`config.mk`:
```
export PLATFORM = sky130hd
export DESIGN_NAME = pvm_front_flat
export DESIGN_NICKNAME = d
export VERILOG_FILES = /design/src/hw/rtl/pvm_pkg.sv /design/src/hw/rtl/pvm_if.sv /design/src/hw/rtl/pvm_front.sv /design/src/flat_wrapper.sv
export SDC_FILE = /design/constraint.sdc
export NUM_CORES = 1
export LEC_CHECK = 0
export ABC_AREA = 1
export BUFFER_PORTS_ARGS = -buffer_cell sky130_fd_sc_hd__buf_2
export CAP_MARGIN = 20
export CORE_ASPECT_RATIO = 0.8
export CORE_MARGIN = 2
export CORE_UTILIZATION = 24
export DETAILED_ROUTE_END_ITERATION = 16
export SLEW_MARGIN = 20
export SYNTH_ARGS = -nofsm -noshare
export SYNTH_HDL_FRONTEND = slang
export SYNTH_SLANG_ARGS = --single-unit
```
`constraint.sdc`:
```
create_clock -name clk -period 14.29 [get_ports clk]
set_input_delay 2.1435 -clock clk [delete_from_list [all_inputs] [get_ports clk]]
set_output_delay 2.1435 -clock clk [all_outputs]
set_load 0.1 [all_outputs]
```
`src/hw/rtl/pvm_pkg.sv`:
```
// Shared types, codes and constants of the positional voice mixer.
package pvm_pkg;

  localparam int DEF_VOICE_COUNT   = 64;
  localparam int DEF_CHANNEL_COUNT = 16;
  localparam int DEF_SLOT_COUNT    = 512;
  localparam int DEF_STORE_WORDS   = 65536;

  localparam logic [2:0] FN_WRITE = 3'd0;
  localparam logic [2:0] FN_DESC  = 3'd1;
  localparam logic [2:0] FN_CHAN  = 3'd2;
  localparam logic [2:0] FN_PLAY  = 3'd3;
  localparam logic [2:0] FN_STOP  = 3'd4;
  localparam logic [2:0] FN_MIX   = 3'd5;

  localparam logic REG_LISTENER_X = 1'b0;
  localparam logic REG_LISTENER_Y = 1'b1;

  localparam int FALL_RANGE  = 1500;
  localparam int OUT_LIMIT   = 32767;
  localparam int FULL_GAIN   = 255;
  // ceil(2^32 / 1500): exact floor quotient for every dividend below 2^22
  localparam int RECIP_SHIFT = 32;
  localparam longint RECIP_RANGE = 64'd2863312;

  typedef enum logic [2:0] {
    OP_WRITE, OP_DESC, OP_CHAN, OP_PLAY, OP_STOP, OP_MIX, OP_NONE
  } op_t;

  typedef struct packed {
    op_t               op;
    logic [15:0]       mem_addr;
    logic [15:0]       mem_word;
    logic [8:0]        slot;
    logic [16:0]       frame_count;
    logic [3:0]        channel;
    logic [7:0]        volume;
    logic              flag;
    logic [15:0]       pos_x;
    logic [15:0]       pos_y;
    logic [5:0]        voice;
  } cmd_t;

  typedef struct packed {
    logic [15:0] base;
    logic [16:0] frames;
    logic        stereo;
  } desc_t;

  // floor(x / 1500) for a gain product below 1500 * 256
  function automatic logic [7:0] div_range(input logic [18:0] x);
    logic [63:0] p;
    p = 64'(x) * RECIP_RANGE;
    return p[RECIP_SHIFT+7:RECIP_SHIFT];
  endfunction

endpackage

```
`src/hw/rtl/pvm_if.sv`:
```
// Channel interfaces: command words in, result words out, register writes.
interface pvm_cmd_if;
  logic        valid;
  logic        ready;
  logic [2:0]  func;
  logic [15:0] mem_addr;
  logic [15:0] mem_word;
  logic [8:0]  slot;
  logic [16:0] frame_count;
  logic [3:0]  channel;
  logic [7:0]  volume;
  logic        flag;
  logic [15:0] pos_x;
  logic [15:0] pos_y;
  logic [5:0]  voice;
  modport source (output valid, func, mem_addr, mem_word, slot, frame_count, channel,
                  volume, flag, pos_x, pos_y, voice, input ready);
  modport sink (input valid, func, mem_addr, mem_word, slot, frame_count, channel,
                volume, flag, pos_x, pos_y, voice, output ready);
endinterface


```
`src/hw/rtl/pvm_front.sv`:
```
// Command front end: accept, decode and queue command words.
module pvm_front import pvm_pkg::*; (
  input  logic      clk,
  input  logic      rst,
  input  logic      hold,
  pvm_cmd_if.sink   cmd,
  output logic      q_valid,
  output cmd_t      q_cmd,
  input  logic      q_ready
);

  cmd_t       entry [2];
  cmd_t       word_in;
  logic       wp, rp;
  logic [1:0] cnt;
  logic       push, pop;

  always_comb begin
    word_in.mem_addr    = cmd.mem_addr;
    word_in.mem_word    = cmd.mem_word;
    word_in.slot        = cmd.slot;
    word_in.frame_count = cmd.frame_count;
    word_in.channel     = cmd.channel;
    word_in.volume      = cmd.volume;
    word_in.flag        = cmd.flag;
    word_in.pos_x       = cmd.pos_x;
    word_in.pos_y       = cmd.pos_y;
    word_in.voice       = cmd.voice;
    unique case (cmd.func)
      FN_WRITE: word_in.op = OP_WRITE;
      FN_DESC:  word_in.op = OP_DESC;
      FN_CHAN:  word_in.op = OP_CHAN;
      FN_PLAY:  word_in.op = OP_PLAY;
      FN_STOP:  word_in.op = OP_STOP;
      FN_MIX:   word_in.op = OP_MIX;
      default:  word_in.op = OP_NONE;
    endcase
  end

  assign cmd.ready = (cnt != 2'd2) && !hold;
  assign push      = cmd.valid && cmd.ready;
  assign q_valid   = (cnt != 2'd0);
  assign q_cmd     = entry[rp];
  assign pop       = q_valid && q_ready;

  always_ff @(posedge clk) begin
    if (rst) begin
      wp  <= 1'b0;
      rp  <= 1'b0;
      cnt <= 2'd0;
    end else begin
      if (push) begin
        entry[wp] <= word_in;
        wp        <= ~wp;
      end
      if (pop) rp <= ~rp;
      cnt <= cnt + 2'(push) - 2'(pop);
    end
  end

endmodule

```
`src/flat_wrapper.sv`:
```
// flat-port wrapper written by rule: the top's interface ports become plain ports
module pvm_front_flat import pvm_pkg::*;
  (clk, rst, hold, q_valid, q_cmd, q_ready, cmd_valid, cmd_func, cmd_mem_addr, cmd_mem_word, cmd_slot, cmd_frame_count, cmd_channel, cmd_volume, cmd_flag, cmd_pos_x, cmd_pos_y, cmd_voice, cmd_ready);
  pvm_cmd_if cmd_i ();
  input  logic clk;
  input  logic rst;
  input  logic hold;
  output logic q_valid;
  output cmd_t q_cmd;
  input  logic q_ready;
  input wire logic [$bits(cmd_i.valid)-1:0] cmd_valid;
  input wire logic [$bits(cmd_i.func)-1:0] cmd_func;
  input wire logic [$bits(cmd_i.mem_addr)-1:0] cmd_mem_addr;
  input wire logic [$bits(cmd_i.mem_word)-1:0] cmd_mem_word;
  input wire logic [$bits(cmd_i.slot)-1:0] cmd_slot;
  input wire logic [$bits(cmd_i.frame_count)-1:0] cmd_frame_count;
  input wire logic [$bits(cmd_i.channel)-1:0] cmd_channel;
  input wire logic [$bits(cmd_i.volume)-1:0] cmd_volume;
  input wire logic [$bits(cmd_i.flag)-1:0] cmd_flag;
  input wire logic [$bits(cmd_i.pos_x)-1:0] cmd_pos_x;
  input wire logic [$bits(cmd_i.pos_y)-1:0] cmd_pos_y;
  input wire logic [$bits(cmd_i.voice)-1:0] cmd_voice;
  output wire logic [$bits(cmd_i.ready)-1:0] cmd_ready;
  assign cmd_i.valid = cmd_valid;
  assign cmd_i.func = cmd_func;
  assign cmd_i.mem_addr = cmd_mem_addr;
  assign cmd_i.mem_word = cmd_mem_word;
  assign cmd_i.slot = cmd_slot;
  assign cmd_i.frame_count = cmd_frame_count;
  assign cmd_i.channel = cmd_channel;
  assign cmd_i.volume = cmd_volume;
  assign cmd_i.flag = cmd_flag;
  assign cmd_i.pos_x = cmd_pos_x;
  assign cmd_i.pos_y = cmd_pos_y;
  assign cmd_i.voice = cmd_voice;
  assign cmd_ready = cmd_i.ready;
  pvm_front u_core (.clk(clk), .rst(rst), .hold(hold), .cmd(cmd_i), .q_valid(q_valid), .q_cmd(q_cmd), .q_ready(q_ready));
endmodule
```
==> results of run 1 <==
## logic make-up (layout without fill, tap and decap cells)
| family | Yosys count | in the layout | synth area share |
|---|---|---|---|
| compound gates | 7 | 7 | 0.00449 |
| mux | 112 | 112 | 0.151 |
| simple gates | 14 | 14 | 0.00689 |
| fa+ha+maj | 1 | 1 | 0.00150 |
| buf+inv | 22 | 287 | 0.0180 |
| xor+xnor | 1 | 1 | 0.00105 |
| flops | 229 | 229 | 0.817 |
## worst max-delay path by stage
stage | startpoint | end | cells past startpoint
after detailed placement | hold | cmd_ready | 3
after global placement | hold | cmd_ready | 3
after CTS | register | q_cmd[35] | 3
after global routing | register | q_cmd[35] | 3
after floorplan | hold | u_core.entry[1][0] | 3
final | register | q_cmd[35] | 3
## cells in the mapped netlist, drive strengths merged (2+ instances only)
| master | number | area, µm² |
|---|---|---|
| dfxtp | 5 | 100 |
| o21ai | 2 | 10.0 |
| edfxtp | 224 | 6730 |
| inv | 8 | 30.0 |
| nand2 | 8 | 30.0 |
| buf | 12 | 113 |
| nor2 | 3 | 11.3 |
| clkbuf | 2 | 7.51 |
| a21oi | 4 | 20.0 |
| mux2 | 112 | 1260 |
## final cells by class
type / count / area (µm²)
clock buffers: 34 / 659
clock inverters: 10 / 95.1
well taps: 472 / 591
fillers: 3494 / 23700
multi-input cells: 135 / 1390
flip-flops and latches: 229 / 6830
repair buffers: 235 / 1190
inverters: 8 / 30.0
## sequential cells by signal, summed over array words and instances, names as in the netlist, named ones only
name          cells
u_core.entry    224
u_core.cnt        2
u_core.rp         1
u_core.wp         1
## routing by layer
layer	global-route usage	wire length, µm	share of wire	up-vias
li1	-	-	-	2014
met2	0.146	7930	0.48	161
met1	0.0981	6520	0.39	2127
met4	0.0265	411	0.025	0
met5	0	0	0	-
met3	0.0389	1690	0.10	32
## power by group
part           total, W  internal (W)  switching (W)
clock network  0.000597      0.000356       0.000241
registers      0.000800      0.000775      0.0000258
logic          0.000747      0.000140       0.000607
total           0.00214       0.00127       0.000874
## stage by stage
step                      cells  utilization
after floorplan             386            -
after global placement     1079        0.291
after detailed placement   1079        0.291
after CTS                  1123        0.313
after global routing       1123        0.313
final                      1123        0.313
## cells in the final DEF, fill, tap and decap left out
master     instances
clkinv_1           4
nor2_4             1
nand4_1            1
buf_2            230
inv_1              8
nand2_1            8
xnor2_1            1
a21oi_1            4
clkbuf_16         25
nor3_2             1
o21ai_0            2
mux2_2           112
dfxtp_4            1
nor2_1             2
bufinv_16          2
dfxtp_1            4
ha_1               1
clkinv_2           4
edfxtp_1         224
a21boi_0           1
buf_4              5
nand3_1            1
clkbuf_1           9
## worst register-to-register path: stages, from the launching register on
cell and delay (ns):
dfxtp_1 0.35, a21oi_1 0.19, nand2_1 0.19, nor3_2 0.17, buf_4 0.69
==> impl_metrics.py, run 1 <==
metrics = {
    "clocking": {
        "cts.clk_slew.worst_paths_ns": 0.06,
        "clock_sinks": 229,
        "cts.path.max_buffers": 3,
        "cts_setup_buffers": 0,
        "worstSkewPairLatency_ns": 0.52,
        "cts-resized-gates": 0,
        "htreeDepth": 1,
        "hold_buffers": 0,
        "cts_tree": "done",
        "cts-buffers-inserted": 24,
        "root_buffer": "clkbuf_16",
    },
    "synth": {
        "synthFlopType": "edfxtp_1",
        "synth.avg_cell_area_um2": 21.6,
        "async_flop_share": 0,
        "yosysSeqAreaShare": 0.817,
        "synth-seq-cells": 229,
        "synth_edf_count": 224,
        "syn_area_um2": 8350,
        "yosys_warnings": 0,
        "netlist_instances": 386,
        "syn_nets": 504,
        "synthDistinctLibCells": 18,
    },
    "worst_setup_path": {
        "cp_top_family": "buffers and inverters",
        "worstRegToRegCells": 4,
        "worst_ep_arrival_time_ns": 2.98,
        "cp-start-kind": "register",
        "cpPeakStageDelay_ns": 0.82,
        "r2r_end": "u_core.entry[1][59]",
        "crit_type": "reg2out",
        "crit_chain": "buf_4 -> mux2_2 -> buf_2",
        "worst_path_max_delay_cell": "dfxtp_4",
        "path_buf_inv": 2,
        "crit_path_end_kind": "output port",
        "r2r_setup_slack_ns": 12.23,
        "critical_path_required_ns": 12.15,
        "cp_max_fo": 59,
        "crit-reg2reg-launch": "u_core.cnt[1]",
    },
    "placed_design": {
        "place_ws_ns": 9.31,
        "place_congestion": 0.669,
        "port_buffers": 230,
        "hpwlAfterDp_mm": 10.6,
        "place_area_um2": 10000,
    },
    "layout": {
        "design_area_um2": 10800,
        "drive_above_1_share": 0.585,
        "area_growth_pct": 29.1,
        "fin_nets": 751,
        "diodes": 0,
    },
    "global_routing": {
        "grt_antenna_before_repair": 2,
        "grt_use_total": 0.0863,
        "grt_pass1_vias": 4513,
        "grt_max_degree": 63,
        "grt-ovfl-total": 0,
        "grt_pass1_wl_mm": 24.1,
    },
    "sta": {
        "drv_slew": 0,
        "hold_ws_ns": 0.480,
        "setup_slack_ns": 9.17,
        "max_freq_ghz": 0.195,
        "finalHoldViolations": 0,
        "finalCritPeriodShare": 0.358,
        "setup_violations": 0,
        "clock_skew_ns": 0.00784,
        "final.setup.tns_ns": 0,
        "timing.slew.headroom": 0.390,
        "finalCriticalPeriod_ns": 5.12,
        "rsz0062_at_grt": "false",
        "worstMarginPinSlew_ns": 0.915,
    },
    "route": {
        "drc": 0,
        "drt-initial-drc-count": 141,
        "viasPerCell": 3.86,
        "drtAntennaViolNets": 0,
        "vias": 4334,
        "drtPass1Iterations": 4,
        "wl_per_cell_um": 14.7,
        "drt-total-wl_mm": 16.6,
    },
    "power": {
        "vdd_ir_drop_max_v": 0.000147,
        "p_per_area_nw_per_um2": 199,
        "p_total_w": 0.00214,
        "p_leak_nw": 3.87,
    },
    "status": {
        "status": "completed",
    },
    "job": {
        "drv_cap": 0,
    },
    "die": {
        "die-area_um2": 36300,
        "rows": 61,
        "pin_count": 231,
        "design.core.area_um2": 34500,
        "start_util": 0.242,
        "die_w_um": 213,
        "die_h_um": 171,
    },
    "min_path": {
        "holdPathStages": 2,
        "hp-start": "u_core.rp",
        "min_path_type": "reg2reg",
    },
}
Note: power is estimated with default switching activity, not from simulation.
==> inputs of run 2 (changes only) <==
--- a/config.mk
+++ b/config.mk
@@ -5,7 +5,7 @@
 export SDC_FILE = /design/constraint.sdc
 export NUM_CORES = 1
 export LEC_CHECK = 0
-export ABC_AREA = 1
+export ABC_AREA = 0
 export BUFFER_PORTS_ARGS = -buffer_cell sky130_fd_sc_hd__buf_2
 export CAP_MARGIN = 20
 export CORE_ASPECT_RATIO = 0.8
==> constraint.sdc (replaced) <==
create_clock -name clk -period 5.1 [get_ports clk]
set_input_delay 0.765 -clock clk [delete_from_list [all_inputs] [get_ports clk]]
set_output_delay 0.765 -clock clk [all_outputs]
set_load 0.1 [all_outputs]
==> impl_metrics.py, run 2 <==
metrics = {
    "status": {
        "status": "completed",
    },
    "route": {
        "drt-initial-drc-count": 169,
        "drc": 0,
        "vias": 4319,
        "wl_per_cell_um": 14.8,
        "drt-total-wl_mm": 16.5,
        "drtAntennaViolNets": 0,
        "drtPass1Iterations": 4,
        "viasPerCell": 3.86,
    },
    "global_routing": {
        "grt_antenna_before_repair": 3,
        "grt_max_degree": 63,
        "grt_use_total": 0.0865,
        "grt_pass1_vias": 4292,
        "grt_pass1_wl_mm": 24.1,
        "grt-ovfl-total": 0,
    },
    "synth": {
        "yosys_warnings": 0,
        "synth-seq-cells": 229,
        "syn_nets": 500,
        "synth_top_area_cell": "edfxtp_1",
        "async_flop_share": 0,
        "synthFlopType": "edfxtp_1",
        "synth_most_common_cell": "edfxtp_1",
        "synthDistinctLibCells": 26,
        "synth_common_cells": "224 x edfxtp_1, 112 x mux2_2, 6 x buf_4",
        "synth_edf_count": 224,
        "syn_area_um2": 8350,
        "synth.area.top_cells": "edfxtp_1 81%, mux2_2 15%, dfxtp_1 1.2%",
        "yosysTopAreaCellShare": 0.805,
        "netlist_instances": 382,
        "yosysSeqAreaShare": 0.817,
        "synth.avg_cell_area_um2": 21.9,
    },
    "min_path": {
        "whs_endpoint": "u_core.entry[0][104]",
        "min_path_type": "in2reg",
        "hp-start": "cmd_mem_addr[11]",
        "holdPathStages": 1,
    },
    "clocking": {
        "cts.clk_slew.worst_paths_ns": 0.06,
        "hold_buffers": 0,
        "htreeDepth": 1,
        "cts.path.max_buffers": 3,
        "root_buffer": "clkbuf_16",
        "cts-buffers-inserted": 23,
        "cts-resized-gates": 0,
        "cts_tree": "done",
        "clock_sinks": 229,
        "cts_setup_buffers": 0,
        "worstSkewPairLatency_ns": 0.51,
    },
    "worst_setup_path": {
        "cp-start-kind": "register",
        "r2r_end": "u_core.entry[1][111]",
        "worst_ep_arrival_time_ns": 2.61,
        "crit-reg2reg-launch": "u_core.cnt[0]",
        "worstRegToRegCells": 4,
        "worst_path_max_delay_cell": "dfxtp_4",
        "critical_path_required_ns": 4.34,
        "path_buf_inv": 2,
        "cp_top_family": "flip-flops",
        "crit_chain": "buf_12 -> mux2_2 -> buf_2",
        "crit_type": "reg2out",
        "cp_max_fo": 62,
        "cpPeakStageDelay_ns": 0.91,
        "crit_path_end_kind": "output port",
        "r2r_setup_slack_ns": 3.04,
    },
    "placed_design": {
        "hpwlAfterDp_mm": 10.6,
        "place_area_um2": 10100,
        "place_ws_ns": 2.23,
        "place_congestion": 0.727,
        "port_buffers": 230,
    },
    "sta": {
        "worstMarginPinSlew_ns": 0.927,
        "finalCritPeriodShare": 0.663,
        "rsz0062_at_grt": "false",
        "finalHoldViolations": 0,
        "finalCriticalPeriod_ns": 3.38,
        "timing.slew.headroom": 0.382,
        "setup_slack_ns": 1.72,
        "clock_skew_ns": 0.00567,
        "final.setup.tns_ns": 0,
        "hold_ws_ns": 0.438,
        "max_freq_ghz": 0.296,
        "drv_slew": 0,
        "setup_violations": 0,
    },
    "die": {
        "die_w_um": 213,
        "die_h_um": 171,
        "pin_count": 231,
        "die-area_um2": 36300,
        "rows": 61,
        "design.core.area_um2": 34500,
        "start_util": 0.242,
    },
    "layout": {
        "largest_reg_flops": 224,
        "layout_commonest_cell": "buf_2",
        "multiInputGateArea_um2": 1440,
        "design_area_um2": 10800,
        "area_growth_pct": 29.4,
        "regMostFlops": "u_core.entry",
        "fillers": 3417,
        "largestRegisters": "u_core.entry x224, u_core.cnt x2",
        "drive_above_1_share": 0.599,
        "ff_latch_area_um2": 6830,
        "final_cell_mix": "230 x buf_2, 224 x edfxtp_1, 112 x mux2_2",
        "fin_nets": 746,
    },
    "power": {
        "p_leak_nw": 3.86,
        "p_per_area_nw_per_um2": 561,
        "vdd_ir_drop_max_v": 0.000306,
    },
    "job": {
        "drv_cap": 0,
    },
}
## run 2: cell types whose count changed in the layout (fill, tap and decap cells not counted), moves of 3 or more
cell and delta:
clkinv_1 -3, clkbuf_8 +3, nand2_1 -7, inv_1 -6
clkbuf_1 -4, clkinv_2 +3
## run 2: final cells by class
class	instances	area share
Tap cell	472	0.0546
Inverter	2	0.000695
Clock buffer	31	0.0588
Multi-Input combinational cell	137	0.133
Clock inverter	10	0.00915
Antenna cell	2	0.000463
Timing Repair Buffer	235	0.111
Sequential cell	229	0.632
## run 2: cells by family (layout without fill, tap and decap cells)
family,Yosys count,count (layout),synth area share
compound gates,7,7,0.00495
xor+xnor,2,2,0.00210
fa+ha+maj,1,1,0.00150
buf+inv,16,278,0.0130
flops,229,229,0.817
mux,112,112,0.151
other cells,0,2,0
simple gates,15,15,0.0100
## run 2: metrics by stage
stage	std cells	utilization	power (W)
final	1118	0.313	0.00607
after global routing	1117	0.313	0.00629
after CTS	1116	0.313	0.00616
after detailed placement	1075	0.292	0.00448
after global placement	1075	0.292	0.00448
after floorplan	382	-	0.00419
## run 2: report_power, final
part           internal (W)  switching (W)
combinational      0.000426        0.00175
sequential          0.00216      0.0000901
clock              0.000972       0.000673
## run 2: worst max path at each step
| stage | depth (start not counted) | slack (ns) | end | start |
|---|---|---|---|---|
| after floorplan | 3 | -0.87 | u_core.entry[1][0] | cmd_valid |
| after global placement | 3 | 2.24 | q_cmd[29] | register |
| after detailed placement | 3 | 2.23 | q_cmd[29] | register |
| after CTS | 3 | 1.65 | q_cmd[29] | register |
| after global routing | 3 | 1.55 | q_cmd[50] | register |
| final | 3 | 1.72 | q_cmd[50] | register |
## run 2: routing by layer
metal / vias to the layer above / GRT usage / wire length [µm]
met5: - / 0 / 13
met4: 2 / 0.0331 / 520
met3: 34 / 0.0325 / 1380
met2: 154 / 0.139 / 7670
met1: 2119 / 0.106 / 6940
li1: 2010 / - / -
## run 2: worst register-to-register path: stages (launching register included)
cell and delay [ns]:
dfxtp_1 0.38, nand2b_1 0.19, nand2_1 0.15, nor3b_4 0.21, buf_4 0.71
